File: config.mk
export PLATFORM = sky130hd
export DESIGN_NAME = mwo_mul
export DESIGN_NICKNAME = d
export VERILOG_FILES = /design/src/hdl/mwo_pkg.sv /design/src/hdl/mwo_mul.sv
export SDC_FILE = /design/constraint.sdc
export NUM_CORES = 1
export LEC_CHECK = 0
export ABC_AREA = 1
export BUFFER_PORTS_ARGS = -buffer_cell sky130_fd_sc_hd__clkbuf_2
export CAP_MARGIN = 20
export CORE_UTILIZATION = 60
export DETAILED_ROUTE_END_ITERATION = 6
export PLACE_DENSITY_LB_ADDON = 0.2
export SLEW_MARGIN = 10
export SYNTH_ARGS = -nofsm -noshare
export SYNTH_HDL_FRONTEND = slang
export SYNTH_SLANG_ARGS = --single-unit
File: constraint.sdc
create_clock -name clk -period 7.2 [get_ports clk]
set_clock_uncertainty 0.2 [all_clocks]
set_input_delay 0.72 -clock clk [delete_from_list [all_inputs] [get_ports clk]]
set_output_delay 0.72 -clock clk [all_outputs]
set_load 0.005 [all_outputs]
File: src/hdl/mwo_pkg.sv
// Shared constants, types and codes for the morphing wavetable oscillator.
`timescale 1ns / 1ps

package mwo_pkg;

    // Store geometry
    localparam int MAX_SETS       = 4;
    localparam int TABLES_PER_SET = 8;
    localparam int TABLE_LEN      = 2048;

    localparam int SET_W   = $clog2(MAX_SETS);
    localparam int TAB_W   = $clog2(TABLES_PER_SET);
    localparam int SMP_W   = $clog2(TABLE_LEN);
    localparam int LIM_AW  = SET_W + TAB_W;
    localparam int STORE_AW = SET_W + TAB_W + SMP_W;
    localparam int LIM_DEPTH   = MAX_SETS * TABLES_PER_SET;
    localparam int STORE_DEPTH = MAX_SETS * TABLES_PER_SET * TABLE_LEN;

    // Field widths
    localparam int SAMPLE_W = 16;
    localparam int PHASE_W  = 32;
    localparam int MORPH_W  = 17;
    localparam int FRAC_W   = 16;
    localparam int NSET_W   = 3;
    localparam int CNT_W    = 4;
    localparam int CFG_W    = 32;
    localparam int CFG_IDX_W = 2;

    // Shared multiplier geometry: signed difference times unsigned fraction
    localparam int DIFF_W = SAMPLE_W + 1;
    localparam int PROD_W = DIFF_W + PHASE_W + 1;

    // Stream word layout
    localparam int S_TDATA_W = 72;
    localparam int S_TUSER_W = 2;
    localparam int M_TDATA_W = 16;

    // Input word kinds
    typedef enum logic [1:0] {
        CMD_SAMPLE  = 2'd0,
        CMD_LIMIT   = 2'd1,
        CMD_COUNT   = 2'd2,
        CMD_PRODUCE = 2'd3
    } cmd_t;

    // Configuration register indexes
    localparam logic [CFG_IDX_W-1:0] CFG_PHASE_STEP = 2'd0;
    localparam logic [CFG_IDX_W-1:0] CFG_MORPH      = 2'd1;
    localparam logic [CFG_IDX_W-1:0] CFG_NUM_SETS   = 2'd2;

    // Read requests from the sequencer to the stores
    typedef struct packed {
        logic [LIM_AW-1:0]   lim_raddr;
        logic [STORE_AW-1:0] smp_raddr;
    } rd_req_t;

    // Finished result offered by the sequencer
    typedef struct packed {
        logic                valid;
        logic                found;
        logic [SAMPLE_W-1:0] sample;
    } res_t;

endpackage

File: src/hdl/mwo_mul.sv
// Shared signed-by-unsigned multiplier with a registered product.
`timescale 1ns / 1ps

module mwo_mul (
    input  logic                                clk,
    input  logic signed [mwo_pkg::DIFF_W-1:0]   op_a,
    input  logic        [mwo_pkg::PHASE_W-1:0]  op_b,
    output logic signed [mwo_pkg::PROD_W-1:0]   prod
);

    logic signed [mwo_pkg::PROD_W-1:0] prod_reg;
    logic signed [mwo_pkg::PROD_W-1:0] prod_next;

    // Widen both operands and multiply
    assign prod_next = mwo_pkg::PROD_W'(op_a) * $signed(mwo_pkg::PROD_W'({1'b0, op_b}));

    always_ff @(posedge clk)
    begin
        prod_reg <= prod_next;
    end

    assign prod = prod_reg;

endmodule

==> results.py <==
metrics = {
    "outcome": {
        "status": "complete, no violations",
    },
    "timing": {
        "hold_slack_ns": 0.729,
        "hold_viol": 0,
        "period_needed_ns": 6.35,
        "drv_slew": 0,
        "rsz0062_at_grt": "no",
        "max_freq_ghz": 0.157,
        "setup_violations": 0,
        "tightest_slew_ns": 1.02,
        "setup_tns_ns": 0,
        "max_slew_margin": 0.323,
        "finalCritPeriodShare": 0.883,
    },
    "routing": {
        "viasPerCell": 5.12,
        "first_iter_violations": 1126,
        "wl_per_cell_um": 16.4,
        "drc": 0,
        "ant_nets": 0,
        "routed_wl_um": 53500,
        "first_pass_iters": 5,
        "vias": 16713,
    },
    "global_route": {
        "antenna_found_initial": 0,
        "grt_pass1_vias": 18280,
        "grt_remaining_overflow": 0,
        "grt_max_degree": 34,
        "grt_usage": 0.327,
        "grt_pass1_wl_um": 90300,
    },
    "layout": {
        "fin_area_mm2": 0.0216,
        "nNetsFinal": 3475,
        "area_growth_pct": 4.50,
        "fill_cells": 3099,
        "drive_above_1_share": 0.0773,
        "largest_reg_flops": 50,
        "antennaDiodeCount": 0,
        "finalNonFillerCells": 3267,
    },
    "die": {
        "start_util": 0.613,
        "io_pins": 100,
        "dieArea_mm2": 0.0352,
        "core_area_mm2": 0.0337,
        "num_rows": 67,
        "die_w_um": 188,
        "die_y_um": 188,
    },
    "worst_setup_path": {
        "crit_path_max_fanout": 21,
        "critPathRequiredTime_ns": 7.20,
        "crit_path_end_kind": "flop",
        "worstSetupPathType": "in -> reg",
        "crit_end": "prod[24]",
        "cp_cell_sequence": "clkbuf_2, buf_4, nand2_1, fa_1, inv_1, fa_1, fa_1, fa_1, fa_1, inv_1, fa_1, inv_1, ha_1, nand2_1, nor2_2, and2_4, nand3b_1, nand3_1, xor2_1",
        "max_stage_delay_ns": 0.56,
        "crit_top_cell": "fa_1",
        "critPathSlowestCell": "fa_1",
        "cp-startpoint": "op_a[8]",
        "cp-start-kind": "primary input",
        "cp.arrival_ns": 6.35,
    },
    "clocking": {
        "cts_buffers": 5,
        "path_clk_slew_ns": 0.07,
        "numClockSinks": 50,
        "clockBufferDepth": 2,
        "cts_resized": 0,
        "ctsHoldBuffers": 0,
        "cts_root_buf": "clkbuf_16",
        "htreeDepth": 2,
        "cts_setup_buffers": 0,
        "cts_tree": "yes",
    },
    "synthesis": {
        "synth_nets": 3465,
        "yosys_warnings": 0,
        "yosys.cell_types.count": 28,
        "yosysTopAreaCell": "fa_1",
        "synth_top_area_share": 0.435,
        "yosysSeqAreaShare": 0.0485,
        "synth_area_leaders": "fa_1, inv_1, nand2_1, ha_1, dfxtp_1",
        "syn-cell-area_mm2": 0.0206,
        "ys_ff_latch": 50,
        "syn_inst": 2808,
        "synth_area_per_cell_um2": 7.35,
    },
    "place": {
        "dpl-instance-area_mm2": 0.0214,
        "numPortBuffers": 99,
        "dp.cells": 3259,
        "gp_congestion": 0.910,
        "dp_hpwl_um": 43800,
    },
    "flow_run": {
        "maxCapViolCount": 0,
    },
    "worst_hold_path": {
        "hold_class": "in -> reg",
    },
}
-- Yosys cell counts, drive strengths merged --
library cell / n
fa: 449
nor4: 1
nor3: 5
nand3b: 1
clkbuf: 115
inv: 917
nand3: 47
o21bai: 4
a21oi: 27
nor2: 98
or2: 12
dfxtp: 50
xor2: 22
and2: 3
ha: 158
o21ai: 1
nand2: 881
xnor2: 6
a31oi: 3
nand4: 8
-- how the worst min path moves through the flow --
stage              from        to  slack [ns]  cells past startpoint
6_report        op_b[0]   prod[0]        0.73                      3
5_1_grt         op_b[0]   prod[0]        0.75                      3
4_1_cts         op_b[0]   prod[0]        0.72                      3
3_5_place_dp   prod[36]  prod[36]        0.89                      1
3_3_place_gp    prod[7]   prod[7]        0.89                      1
2_1_floorplan   prod[0]   prod[0]        0.80                      0
-- placed cells by master, fill, tap and decap left out, types with 3 or more instances in the layout --
cell | synthesis | routed
xnor2_1 | 6 | 6
nand4_1 | 8 | 8
clkbuf_16 | 0 | 5
dfxtp_1 | 50 | 50
or2_2 | 11 | 11
nor3_1 | 4 | 4
nand3_2 | 7 | 7
a31oi_1 | 3 | 3
buf_4 | 0 | 18
nor2_1 | 63 | 63
clkbuf_2 | 0 | 99
nand2_2 | 24 | 24
nor2_4 | 18 | 18
o21bai_1 | 4 | 4
ha_1 | 158 | 158
xor2_1 | 22 | 22
inv_1 | 904 | 904
a21oi_1 | 27 | 27
nor2_2 | 17 | 17
nand3_1 | 40 | 40
inv_2 | 13 | 13
nand2_1 | 857 | 857
fa_1 | 449 | 449
-- metal layers --
layer / global-route usage / up-vias / part of all wire
li1: - / 7717 / -
met1: 0.388 / 8082 / 0.37
met2: 0.589 / 715 / 0.50
met3: 0.0389 / 199 / 0.070
met4: 0.159 / 0 / 0.055
met5: 0 / - / 0
-- cell families (layout without fill, tap and decap cells) --
family,Yosys count,in the layout,synth area share
xor gates and xnor gates,28,28,0.0119
adders and majority gates,607,607,0.531
and+or+nand+nor,1056,1056,0.212
DFF,50,50,0.0485
AOI/OAI and AO/OA,35,35,0.00915
buffers and inverters,1032,1043,0.188
-- critical path: cells and delay by family --
family | cells | cell delay, ns
xor+xnor | 1 | 0.26
fa+ha+maj | 7 | 3.43
buf+inv | 5 | 1.00
simple gates | 6 | 0.89
-- area by class of cell --
type / count / area, um^2 / share of cell area
clock inverter: 3 / 23.8 / 0.00110
sequential: 50 / 1000 / 0.0464
clock buffer: 5 / 125 / 0.00580
multi-input combinational: 1726 / 15800 / 0.731
inverter: 917 / 3440 / 0.160
timing repair buffer: 118 / 651 / 0.0302
tap: 448 / 561 / 0.0260
-- stage by stage --
stage | worst slack, ns | utilization
finish | 0.845 | 0.640
global route | 0.586 | 0.640
CTS | 0.896 | 0.640
detailed placement | 0.589 | 0.636
global placement | 0.643 | 0.636
floorplan | 1.26 | -
Power is left out: the tool's default activity adds up to more than one toggle a clock period on the data nets, which glitch-free logic cannot reach.
