**config.mk**
```make
export PLATFORM = sky130hd
export DESIGN_NAME = mwo_ctrl
export DESIGN_NICKNAME = d
export VERILOG_FILES = /design/src/hdl/mwo_pkg.sv /design/src/hdl/mwo_ctrl.sv
export SDC_FILE = /design/constraint.sdc
export NUM_CORES = 1
export LEC_CHECK = 0
export BUFFER_PORTS_ARGS = -buffer_cell sky130_fd_sc_hd__buf_2
export CAP_MARGIN = 10
export CORE_MARGIN = 2
export CORE_UTILIZATION = 35
export DETAILED_ROUTE_END_ITERATION = 10
export GPL_ROUTABILITY_DRIVEN = 0
export MAX_ROUTING_LAYER = met4
export PLACE_DENSITY = 0.64
export SKIP_CTS_REPAIR_TIMING = 1
export SLEW_MARGIN = 20
export SYNTH_ARGS = -nofsm -noshare
export SYNTH_HDL_FRONTEND = slang
export SYNTH_SLANG_ARGS = --single-unit
```
**constraint.sdc**
```tcl
create_clock -name clk -period 13.3 [get_ports clk]
set_input_delay 1.995 -clock clk [delete_from_list [all_inputs] [get_ports clk]]
set_output_delay 1.995 -clock clk [all_outputs]
set_load 0.01 [all_outputs]
```
**src/hdl/mwo_pkg.sv**
```systemverilog
// Shared constants, types and codes for the morphing wavetable oscillator.
`timescale 1ns / 1ps

package mwo_pkg;

    // Store geometry
    localparam int MAX_SETS       = 4;
    localparam int TABLES_PER_SET = 8;
    localparam int TABLE_LEN      = 2048;

    localparam int SET_W   = $clog2(MAX_SETS);
    localparam int TAB_W   = $clog2(TABLES_PER_SET);
    localparam int SMP_W   = $clog2(TABLE_LEN);
    localparam int LIM_AW  = SET_W + TAB_W;
    localparam int STORE_AW = SET_W + TAB_W + SMP_W;
    localparam int LIM_DEPTH   = MAX_SETS * TABLES_PER_SET;
    localparam int STORE_DEPTH = MAX_SETS * TABLES_PER_SET * TABLE_LEN;

    // Field widths
    localparam int SAMPLE_W = 16;
    localparam int PHASE_W  = 32;
    localparam int MORPH_W  = 17;
    localparam int FRAC_W   = 16;
    localparam int NSET_W   = 3;
    localparam int CNT_W    = 4;
    localparam int CFG_W    = 32;
    localparam int CFG_IDX_W = 2;

    // Shared multiplier geometry: signed difference times unsigned fraction
    localparam int DIFF_W = SAMPLE_W + 1;
    localparam int PROD_W = DIFF_W + PHASE_W + 1;

    // Stream word layout
    localparam int S_TDATA_W = 72;
    localparam int S_TUSER_W = 2;
    localparam int M_TDATA_W = 16;

    // Input word kinds
    typedef enum logic [1:0] {
        CMD_SAMPLE  = 2'd0,
        CMD_LIMIT   = 2'd1,
        CMD_COUNT   = 2'd2,
        CMD_PRODUCE = 2'd3
    } cmd_t;

    // Configuration register indexes
    localparam logic [CFG_IDX_W-1:0] CFG_PHASE_STEP = 2'd0;
    localparam logic [CFG_IDX_W-1:0] CFG_MORPH      = 2'd1;
    localparam logic [CFG_IDX_W-1:0] CFG_NUM_SETS   = 2'd2;

    // Read requests from the sequencer to the stores
    typedef struct packed {
        logic [LIM_AW-1:0]   lim_raddr;
        logic [STORE_AW-1:0] smp_raddr;
    } rd_req_t;

    // Finished result offered by the sequencer
    typedef struct packed {
        logic                valid;
        logic                found;
        logic [SAMPLE_W-1:0] sample;
    } res_t;

endpackage

```
**src/hdl/mwo_ctrl.sv**
```systemverilog
// Sequencer and datapath for one output sample: table scan, interpolation, crossfade.
`timescale 1ns / 1ps

module mwo_ctrl (
    input  logic                                     clk,
    input  logic                                     rst_n,
    input  logic                                     start,
    input  logic [mwo_pkg::PHASE_W-1:0]              phase_step,
    input  logic [mwo_pkg::MORPH_W-1:0]              morph_amount,
    input  logic [mwo_pkg::NSET_W-1:0]               num_sets,
    input  logic [mwo_pkg::MAX_SETS-1:0][mwo_pkg::CNT_W-1:0] set_counts,
    input  logic [mwo_pkg::PHASE_W-1:0]              lim_rdata,
    input  logic [mwo_pkg::SAMPLE_W-1:0]             smp_rdata,
    input  logic signed [mwo_pkg::PROD_W-1:0]        prod,
    input  logic                                     out_free,
    output mwo_pkg::rd_req_t                         rd,
    output logic signed [mwo_pkg::DIFF_W-1:0]        mul_a,
    output logic [mwo_pkg::PHASE_W-1:0]              mul_b,
    output logic                                     idle,
    output mwo_pkg::res_t                            res
);

    localparam int MPOS_W = mwo_pkg::MORPH_W + mwo_pkg::NSET_W;
    localparam int PPOS_W = mwo_pkg::PHASE_W + mwo_pkg::SMP_W;

    typedef enum logic [11:0] {
        ST_IDLE  = 12'b0000_0000_0001,
        ST_SETUP = 12'b0000_0000_0010,
        ST_LADDR = 12'b0000_0000_0100,
        ST_LCMP  = 12'b0000_0000_1000,
        ST_RDA   = 12'b0000_0001_0000,
        ST_RDB   = 12'b0000_0010_0000,
        ST_WAITB = 12'b0000_0100_0000,
        ST_ACC   = 12'b0000_1000_0000,
        ST_XMUL  = 12'b0001_0000_0000,
        ST_XACC  = 12'b0010_0000_0000,
        ST_DONE  = 12'b0100_0000_0000,
        ST_SPARE = 12'b1000_0000_0000
    } state_t;

    state_t state_reg, state_next;

    logic [mwo_pkg::PHASE_W-1:0]  phase_reg, phase_next;
    logic [mwo_pkg::NSET_W-1:0]   n_reg, n_next;
    logic [mwo_pkg::NSET_W-1:0]   idx_reg, idx_next;
    logic [mwo_pkg::FRAC_W-1:0]   frac_reg, frac_next;
    logic [mwo_pkg::SMP_W-1:0]    i_reg, i_next;
    logic [mwo_pkg::PHASE_W-1:0]  f_reg, f_next;
    logic [mwo_pkg::SET_W-1:0]    set_reg, set_next;
    logic [mwo_pkg::TAB_W-1:0]    t_reg, t_next;
    logic [mwo_pkg::CNT_W-1:0]    cnt_reg, cnt_next;
    logic                         second_reg, second_next;
    logic                         found_reg, found_next;
    logic [mwo_pkg::SAMPLE_W-1:0] a_reg, a_next;
    logic [mwo_pkg::SAMPLE_W-1:0] v1_reg, v1_next;
    logic [mwo_pkg::SAMPLE_W-1:0] v2_reg, v2_next;
    logic [mwo_pkg::SAMPLE_W-1:0] out_reg, out_next;

    logic [mwo_pkg::NSET_W-1:0]   n_c;
    logic [MPOS_W-1:0]            mpos_c;
    logic [PPOS_W-1:0]            ppos_c;
    logic [mwo_pkg::NSET_W-1:0]   idx_c;
    logic [mwo_pkg::NSET_W-1:0]   nxt_c;
    logic [mwo_pkg::SMP_W-1:0]    j_c;
    logic [mwo_pkg::SAMPLE_W-1:0] b_off_c;
    logic signed [mwo_pkg::PROD_W-1:0] sumi_c;
    logic signed [mwo_pkg::PROD_W-1:0] sumx_c;
    logic signed [mwo_pkg::SAMPLE_W+1:0] interp_c;
    logic signed [mwo_pkg::SAMPLE_W+1:0] xfade_c;

    // Morph position and table read position
    assign n_c    = (num_sets > mwo_pkg::NSET_W'(mwo_pkg::MAX_SETS)) ?
                    mwo_pkg::NSET_W'(mwo_pkg::MAX_SETS) : num_sets;
    assign mpos_c = MPOS_W'(morph_amount) * MPOS_W'(n_c - 1'b1);
    assign idx_c  = mpos_c[mwo_pkg::FRAC_W +: mwo_pkg::NSET_W];
    assign ppos_c = PPOS_W'(phase_reg) * PPOS_W'(mwo_pkg::TABLE_LEN - 1);
    assign nxt_c  = idx_reg + 1'b1;
    assign j_c    = (i_reg == mwo_pkg::SMP_W'(mwo_pkg::TABLE_LEN - 1)) ? '0 : i_reg + 1'b1;

    // Offset samples to unsigned, round the shared products
    assign b_off_c  = smp_rdata ^ {1'b1, {(mwo_pkg::SAMPLE_W-1){1'b0}}};
    assign sumi_c   = prod + $signed(mwo_pkg::PROD_W'(64'h8000_0000));
    assign sumx_c   = prod + $signed(mwo_pkg::PROD_W'(32'h8000));
    assign interp_c = $signed({2'b00, a_reg}) +
                      $signed(sumi_c[mwo_pkg::PROD_W-1 -: (mwo_pkg::SAMPLE_W+2)]);
    assign xfade_c  = $signed({2'b00, v1_reg}) +
                      $signed(sumx_c[mwo_pkg::FRAC_W +: (mwo_pkg::SAMPLE_W+2)]);

    always_comb
    begin
        state_next  = state_reg;
        phase_next  = phase_reg;
        n_next      = n_reg;
        idx_next    = idx_reg;
        frac_next   = frac_reg;
        i_next      = i_reg;
        f_next      = f_reg;
        set_next    = set_reg;
        t_next      = t_reg;
        cnt_next    = cnt_reg;
        second_next = second_reg;
        found_next  = found_reg;
        a_next      = a_reg;
        v1_next     = v1_reg;
        v2_next     = v2_reg;
        out_next    = out_reg;
        mul_a       = '0;
        mul_b       = '0;
        rd.lim_raddr = {set_reg, t_reg};
        rd.smp_raddr = {set_reg, t_reg, i_reg};

        unique case (state_reg)
            ST_IDLE:
            begin
                if (start)
                begin
                    state_next = ST_SETUP;
                end
            end
            // Pick the set pair and latch the read position
            ST_SETUP:
            begin
                n_next      = n_c;
                idx_next    = idx_c;
                frac_next   = mpos_c[mwo_pkg::FRAC_W-1:0];
                i_next      = ppos_c[PPOS_W-1 -: mwo_pkg::SMP_W];
                f_next      = ppos_c[mwo_pkg::PHASE_W-1:0];
                second_next = 1'b0;
                t_next      = '0;
                set_next    = idx_c[mwo_pkg::SET_W-1:0];
                cnt_next    = set_counts[idx_c[mwo_pkg::SET_W-1:0]];
                if (n_c == '0 || idx_c >= n_c ||
                    set_counts[idx_c[mwo_pkg::SET_W-1:0]] == '0)
                begin
                    // Silence: offset midpoint reads back as zero
                    found_next = 1'b0;
                    out_next   = {1'b1, {(mwo_pkg::SAMPLE_W-1){1'b0}}};
                    state_next = ST_DONE;
                end
                else
                begin
                    state_next = ST_LADDR;
                end
            end
            ST_LADDR:
            begin
                state_next = ST_LCMP;
            end
            // Advance to the next table while this one is too low
            ST_LCMP:
            begin
                if ((mwo_pkg::CNT_W'(t_reg) + 1'b1) < cnt_reg && phase_step > lim_rdata)
                begin
                    t_next     = t_reg + 1'b1;
                    state_next = ST_LADDR;
                end
                else
                begin
                    state_next = ST_RDA;
                end
            end
            ST_RDA:
            begin
                state_next = ST_RDB;
            end
            ST_RDB:
            begin
                rd.smp_raddr = {set_reg, t_reg, j_c};
                a_next       = b_off_c;
                state_next   = ST_WAITB;
            end
            // Difference of neighbours times the position fraction
            ST_WAITB:
            begin
                mul_a      = $signed({1'b0, b_off_c}) - $signed({1'b0, a_reg});
                mul_b      = f_reg;
                state_next = ST_ACC;
            end
            ST_ACC:
            begin
                if (!second_reg)
                begin
                    v1_next = interp_c[mwo_pkg::SAMPLE_W-1:0];
                    if (nxt_c < n_reg && set_counts[nxt_c[mwo_pkg::SET_W-1:0]] != '0)
                    begin
                        second_next = 1'b1;
                        set_next    = nxt_c[mwo_pkg::SET_W-1:0];
                        cnt_next    = set_counts[nxt_c[mwo_pkg::SET_W-1:0]];
                        t_next      = '0;
                        state_next  = ST_LADDR;
                    end
                    else
                    begin
                        out_next   = interp_c[mwo_pkg::SAMPLE_W-1:0];
                        found_next = 1'b1;
                        state_next = ST_DONE;
                    end
                end
                else
                begin
                    v2_next    = interp_c[mwo_pkg::SAMPLE_W-1:0];
                    state_next = ST_XMUL;
                end
            end
            // Crossfade between the two sets
            ST_XMUL:
            begin
                mul_a      = $signed({1'b0, v2_reg}) - $signed({1'b0, v1_reg});
                mul_b      = mwo_pkg::PHASE_W'(frac_reg);
                state_next = ST_XACC;
            end
            ST_XACC:
            begin
                out_next   = xfade_c[mwo_pkg::SAMPLE_W-1:0];
                found_next = 1'b1;
                state_next = ST_DONE;
            end
            // Hand over the result, advance the phase on a real sample
            ST_DONE:
            begin
                if (out_free)
                begin
                    if (found_reg)
                    begin
                        phase_next = phase_reg + phase_step;
                    end
                    state_next = ST_IDLE;
                end
            end
            default:
            begin
                state_next = ST_IDLE;
            end
        endcase
    end

    // Control state
    always_ff @(posedge clk or negedge rst_n)
    begin
        if (!rst_n)
        begin
            state_reg <= ST_IDLE;
            phase_reg <= '0;
        end
        else
        begin
            state_reg <= state_next;
            phase_reg <= phase_next;
        end
    end

    // Working values
    always_ff @(posedge clk)
    begin
        n_reg      <= n_next;
        idx_reg    <= idx_next;
        frac_reg   <= frac_next;
        i_reg      <= i_next;
        f_reg      <= f_next;
        set_reg    <= set_next;
        t_reg      <= t_next;
        cnt_reg    <= cnt_next;
        second_reg <= second_next;
        found_reg  <= found_next;
        a_reg      <= a_next;
        v1_reg     <= v1_next;
        v2_reg     <= v2_next;
        out_reg    <= out_next;
    end

    assign idle       = (state_reg == ST_IDLE);
    assign res.valid  = (state_reg == ST_DONE);
    assign res.found  = found_reg;
    assign res.sample = out_reg ^ {1'b1, {(mwo_pkg::SAMPLE_W-1){1'b0}}};

endmodule

```
==> summary by stage <==
Outcome
The flow ran to the end, and the final reports show no timing, DRC or antenna violations.

Clock tree
The clock tree from TritonCTS is yes. Clock tree synthesis selected as its root buffer the cell sky130_fd_sc_hd__clkbuf_16. Clock tree synthesis inserted a total of 17 buffers. The number of buffers on the longest clock path is 2. The H-tree depth is 4. The worst-skew pair later-pin latency is 500 ps. The post-CTS clock slew at the launch and capture registers of the worst setup and hold paths is 80 ps.

The number of sinks on the clock net is 183.

Yosys
The synthesized design contains 183 register bits. The portion of the post-synthesis area used by sequential elements is 23.66%. The post-synthesis async set-or-reset flop share is 23.50%. Among all flip-flop cells after synthesis, the most frequent one is sky130_fd_sc_hd__edfxtp_1. The cell accounting for the most synthesized area is sky130_fd_sc_hd__fa_1. The synthesized net count is 2916. The cell count after synthesis came out at 2248. The Yosys step of the flow raised 0 warnings. By instance count, the leading cell after synthesis is sky130_fd_sc_hd__inv_1. The post-synth design cell area is 0.02232 mm². The number of enable-type register cells in the synthesized netlist is 140.

Sorting the synthesized cells by how often they occur yields sky130_fd_sc_hd__inv_1 (307), sky130_fd_sc_hd__ha_1 (253), sky130_fd_sc_hd__fa_1 (245). The average cell area after synthesis is 9.928 µm². The area share of the largest cell type after synthesis is 21.98%. By area the synthesized netlist is led by sky130_fd_sc_hd__fa_1 (22%), sky130_fd_sc_hd__edfxtp_1 (19%), sky130_fd_sc_hd__ha_1 (14%), sky130_fd_sc_hd__inv_1 (5.2%), sky130_fd_sc_hd__dfrtp_1 (4.7%). The distinct cell type count after synthesis is 79.

Setup path
On the critical path, the stage with the largest delay is an instance of sky130_fd_sc_hd__o221ai_1. In this run the critical register-to-register path is captured at i_reg[9]. The delay of the slowest critical-path stage is 770 ps. The worst setup path is captured at a flip-flop. The setup slack of the most critical reg-to-reg path is 6690 ps. The start of the worst register-to-register path is phase_reg[15]. The critical path runs through a total of 26 cells.

The critical path starts at num_sets[2]. The number of buffer and inverter instances along the worst setup path is 6. The launching element type of the critical path is an input pin.

The worst endpoint required time is 13540 ps. The worst register-to-register path has a depth of 18. The critical path's top delay family is adder cells.

Following the worst setup path forward leads to its endpoint at out_reg[14]. The largest driver fanout on the critical path is 19. The arrival time reported for the critical path endpoint is 9100 ps. The path type of the worst setup path is in2reg.

STA
For the pin with the worst max-slew slack, the measured transition is 1018 ps. The final number of setup-violating endpoints is 0. Counting I/O delays and the setup requirement, the final critical path takes 8866 ps. Timing would allow up to 112.8 MHz.

The final-report max-slew violation count is 0. Setup repair after global routing left no endpoint under its margin. The final worst-path cycle share is 66.66%. The maximum clock skew at final layout is 17.52 ps. The final hold violation count was 0.

The worst pin sits at a relative slew slack of 32.11%. Setup total negative slack on the finished layout was measured at 0 ps.

Route
Using the TritonRoute via totals, the vias-per-cell ratio works out to 5.143. The first-pass iteration count of the detailed router is 5. Dividing the detail-routed wire length by the instance count gives 17.39 µm. The wire length after detailed routing is 57.94 mm. The total number of vias is 17140. The count of nets left with antenna violations once routing finished came out at 0. In the routed design, unresolved DRC markers number 0. The number of DRC markers after the initial detailed-route iteration is 1171.

Run
The tool flagged a number of max-cap violations equal to 0.

Die
The initial standard-cell utilization of the core is 35.38%. The number of core rows is 92. After floorplanning, the core was sized to cover 0.06308 mm².

The floorplan step set the die height to 256.5 µm. The die area is 0.06580 mm². The width of the die is 256.5 µm. The number of primary I/O pins is 259.

Finish
The final standard cell area without fillers is 0.02503 mm². In the final layout, the share of cells above drive strength 1 is 13.02%. The final layout contains 3136 nets. At the end of the flow the core is filled with cells to 39.67%. Once layout is complete, the cells apart from fillers number 3332. Counting the fill cells in the layout gives 6190. Compared with the post-synthesis result, the final layout area differs by 12.13%.

Global routing
The total routing usage reported by global routing is 18.57%. The number of antenna violations at the first check in global routing came to 7. The first global-routing pass estimated 93.50 mm of wire. Entering global routing, the biggest net connects 59 pins.

The via count of the first global-routing pass came to 17620. The leftover overflow at the end of global routing is 0.

Pwr
The leakage power figure is 12.14 nW. The overall power of the completed layout is 0.006341 W. The cell area power density is 253.4 mW/mm².

Across the VDD grid, the largest voltage drop is 0.2089 mV.

Place
During placement, the flow inserted port buffers numbering 241. The number of placed instances with taps included is 3295. Detailed placement finished with a half-perimeter wire length of 48.84 mm. The post-detailed-placement cell area is 0.02441 mm².

Worst hold path
In this run the worst hold path is classified as reg2reg. The startpoint of the tightest hold check path is state_reg[10].
-- cell usage in the layout, fill, tap and decap left out, types with 48 or more instances in the layout --
cell type / Yosys / final
sky130_fd_sc_hd__inv_1: 307 / 306
sky130_fd_sc_hd__ha_1: 253 / 253
sky130_fd_sc_hd__fa_1: 245 / 245
sky130_fd_sc_hd__buf_2: 3 / 241
sky130_fd_sc_hd__nand2_1: 159 / 159
sky130_fd_sc_hd__edfxtp_1: 140 / 140
sky130_fd_sc_hd__a21oi_1: 116 / 116
sky130_fd_sc_hd__nor2_1: 111 / 111
sky130_fd_sc_hd__o21ai_0: 101 / 101
sky130_fd_sc_hd__xnor2_1: 100 / 100
sky130_fd_sc_hd__xor2_1: 70 / 70
sky130_fd_sc_hd__a21o_1: 61 / 61
sky130_fd_sc_hd__nand3_1: 49 / 48
-- kinds of logic (layout without fill, tap and decap cells) --
| logic type | after synthesis | in the layout | share of synthesized area, % |
|---|---|---|---|
| AO/OA/AOI/OAI | 454 | 454 | 13.39 |
| AND/OR/NAND/NOR | 569 | 569 | 12.86 |
| other | 0 | 5 | 0 |
| flip-flops | 183 | 183 | 23.66 |
| buffers and inverters | 361 | 594 | 6.442 |
| multiplexers | 13 | 13 | 0.8129 |
| XOR/XNOR | 170 | 170 | 6.672 |
| adder cells (fa/ha/maj) | 498 | 498 | 36.16 |
-- worst register-to-register path: stages, from the launching register on --
cell and delay [ps]:
sky130_fd_sc_hd__dfrtp_1 520, sky130_fd_sc_hd__fa_1 740, sky130_fd_sc_hd__inv_1 110, sky130_fd_sc_hd__fa_1 530
sky130_fd_sc_hd__fa_1 530, sky130_fd_sc_hd__fa_1 520, sky130_fd_sc_hd__fa_1 560, sky130_fd_sc_hd__inv_1 50
sky130_fd_sc_hd__ha_1 370, sky130_fd_sc_hd__and3_1 290, sky130_fd_sc_hd__nand3_1 170, sky130_fd_sc_hd__nand2b_1 220
sky130_fd_sc_hd__a2111oi_2 730, sky130_fd_sc_hd__o2111ai_2 180, sky130_fd_sc_hd__a31oi_1 280, sky130_fd_sc_hd__or4b_1 200
sky130_fd_sc_hd__a31o_1 170, sky130_fd_sc_hd__a21oi_2 60, sky130_fd_sc_hd__xnor2_1 130
-- power breakdown --
group,internal [W],switching [W]
clock,0.000254,0.000273
combinational,0.00199,0.00278
sequential,0.000953,0.0000959
total,0.00320,0.00315
-- final cells by class --
type | instances | area, µm² | share of cell area [%]
diodes | 5 | 12.51 | 0.05000
clock buffers | 18 | 429.2 | 1.715
clock inverters | 14 | 172.7 | 0.6900
inverters | 309 | 1160 | 4.635
multi-input cells | 1704 | 15620 | 62.40
flip-flops and latches | 183 | 5281 | 21.10
well taps | 846 | 1059 | 4.230
repair buffers | 253 | 1296 | 5.180
-- per-layer routing --
layer  vias to the layer above  wire (µm)  global-route usage (%)
li1                       8175          -                       -
met1                      8410      25630                   23.87
met2                       486      27780                   30.01
met3                        67       3441                   3.361
met4                         0       1090                   5.297
met5                         -          0                       -
-- worst min-delay path by stage --
stage | end | slack, ps | cells after the start
after floorplan | state_reg[5] | 480 | 1
after global placement | state_reg[5] | 540 | 1
after detailed placement | state_reg[5] | 530 | 1
after CTS | state_reg[5] | 560 | 1
after global routing | state_reg[5] | 600 | 1
final | state_reg[5] | 560 | 1
-- through the flow --
stage	worst slack, ps	hold WS (ps)
after global placement	4023	544.7
after detailed placement	3880	534.5
final	4434	563.4
after CTS	4413	557.9
after floorplan	4295	482.0
after global routing	3852	602.1
Note: power is estimated with default switching activity, not from simulation.
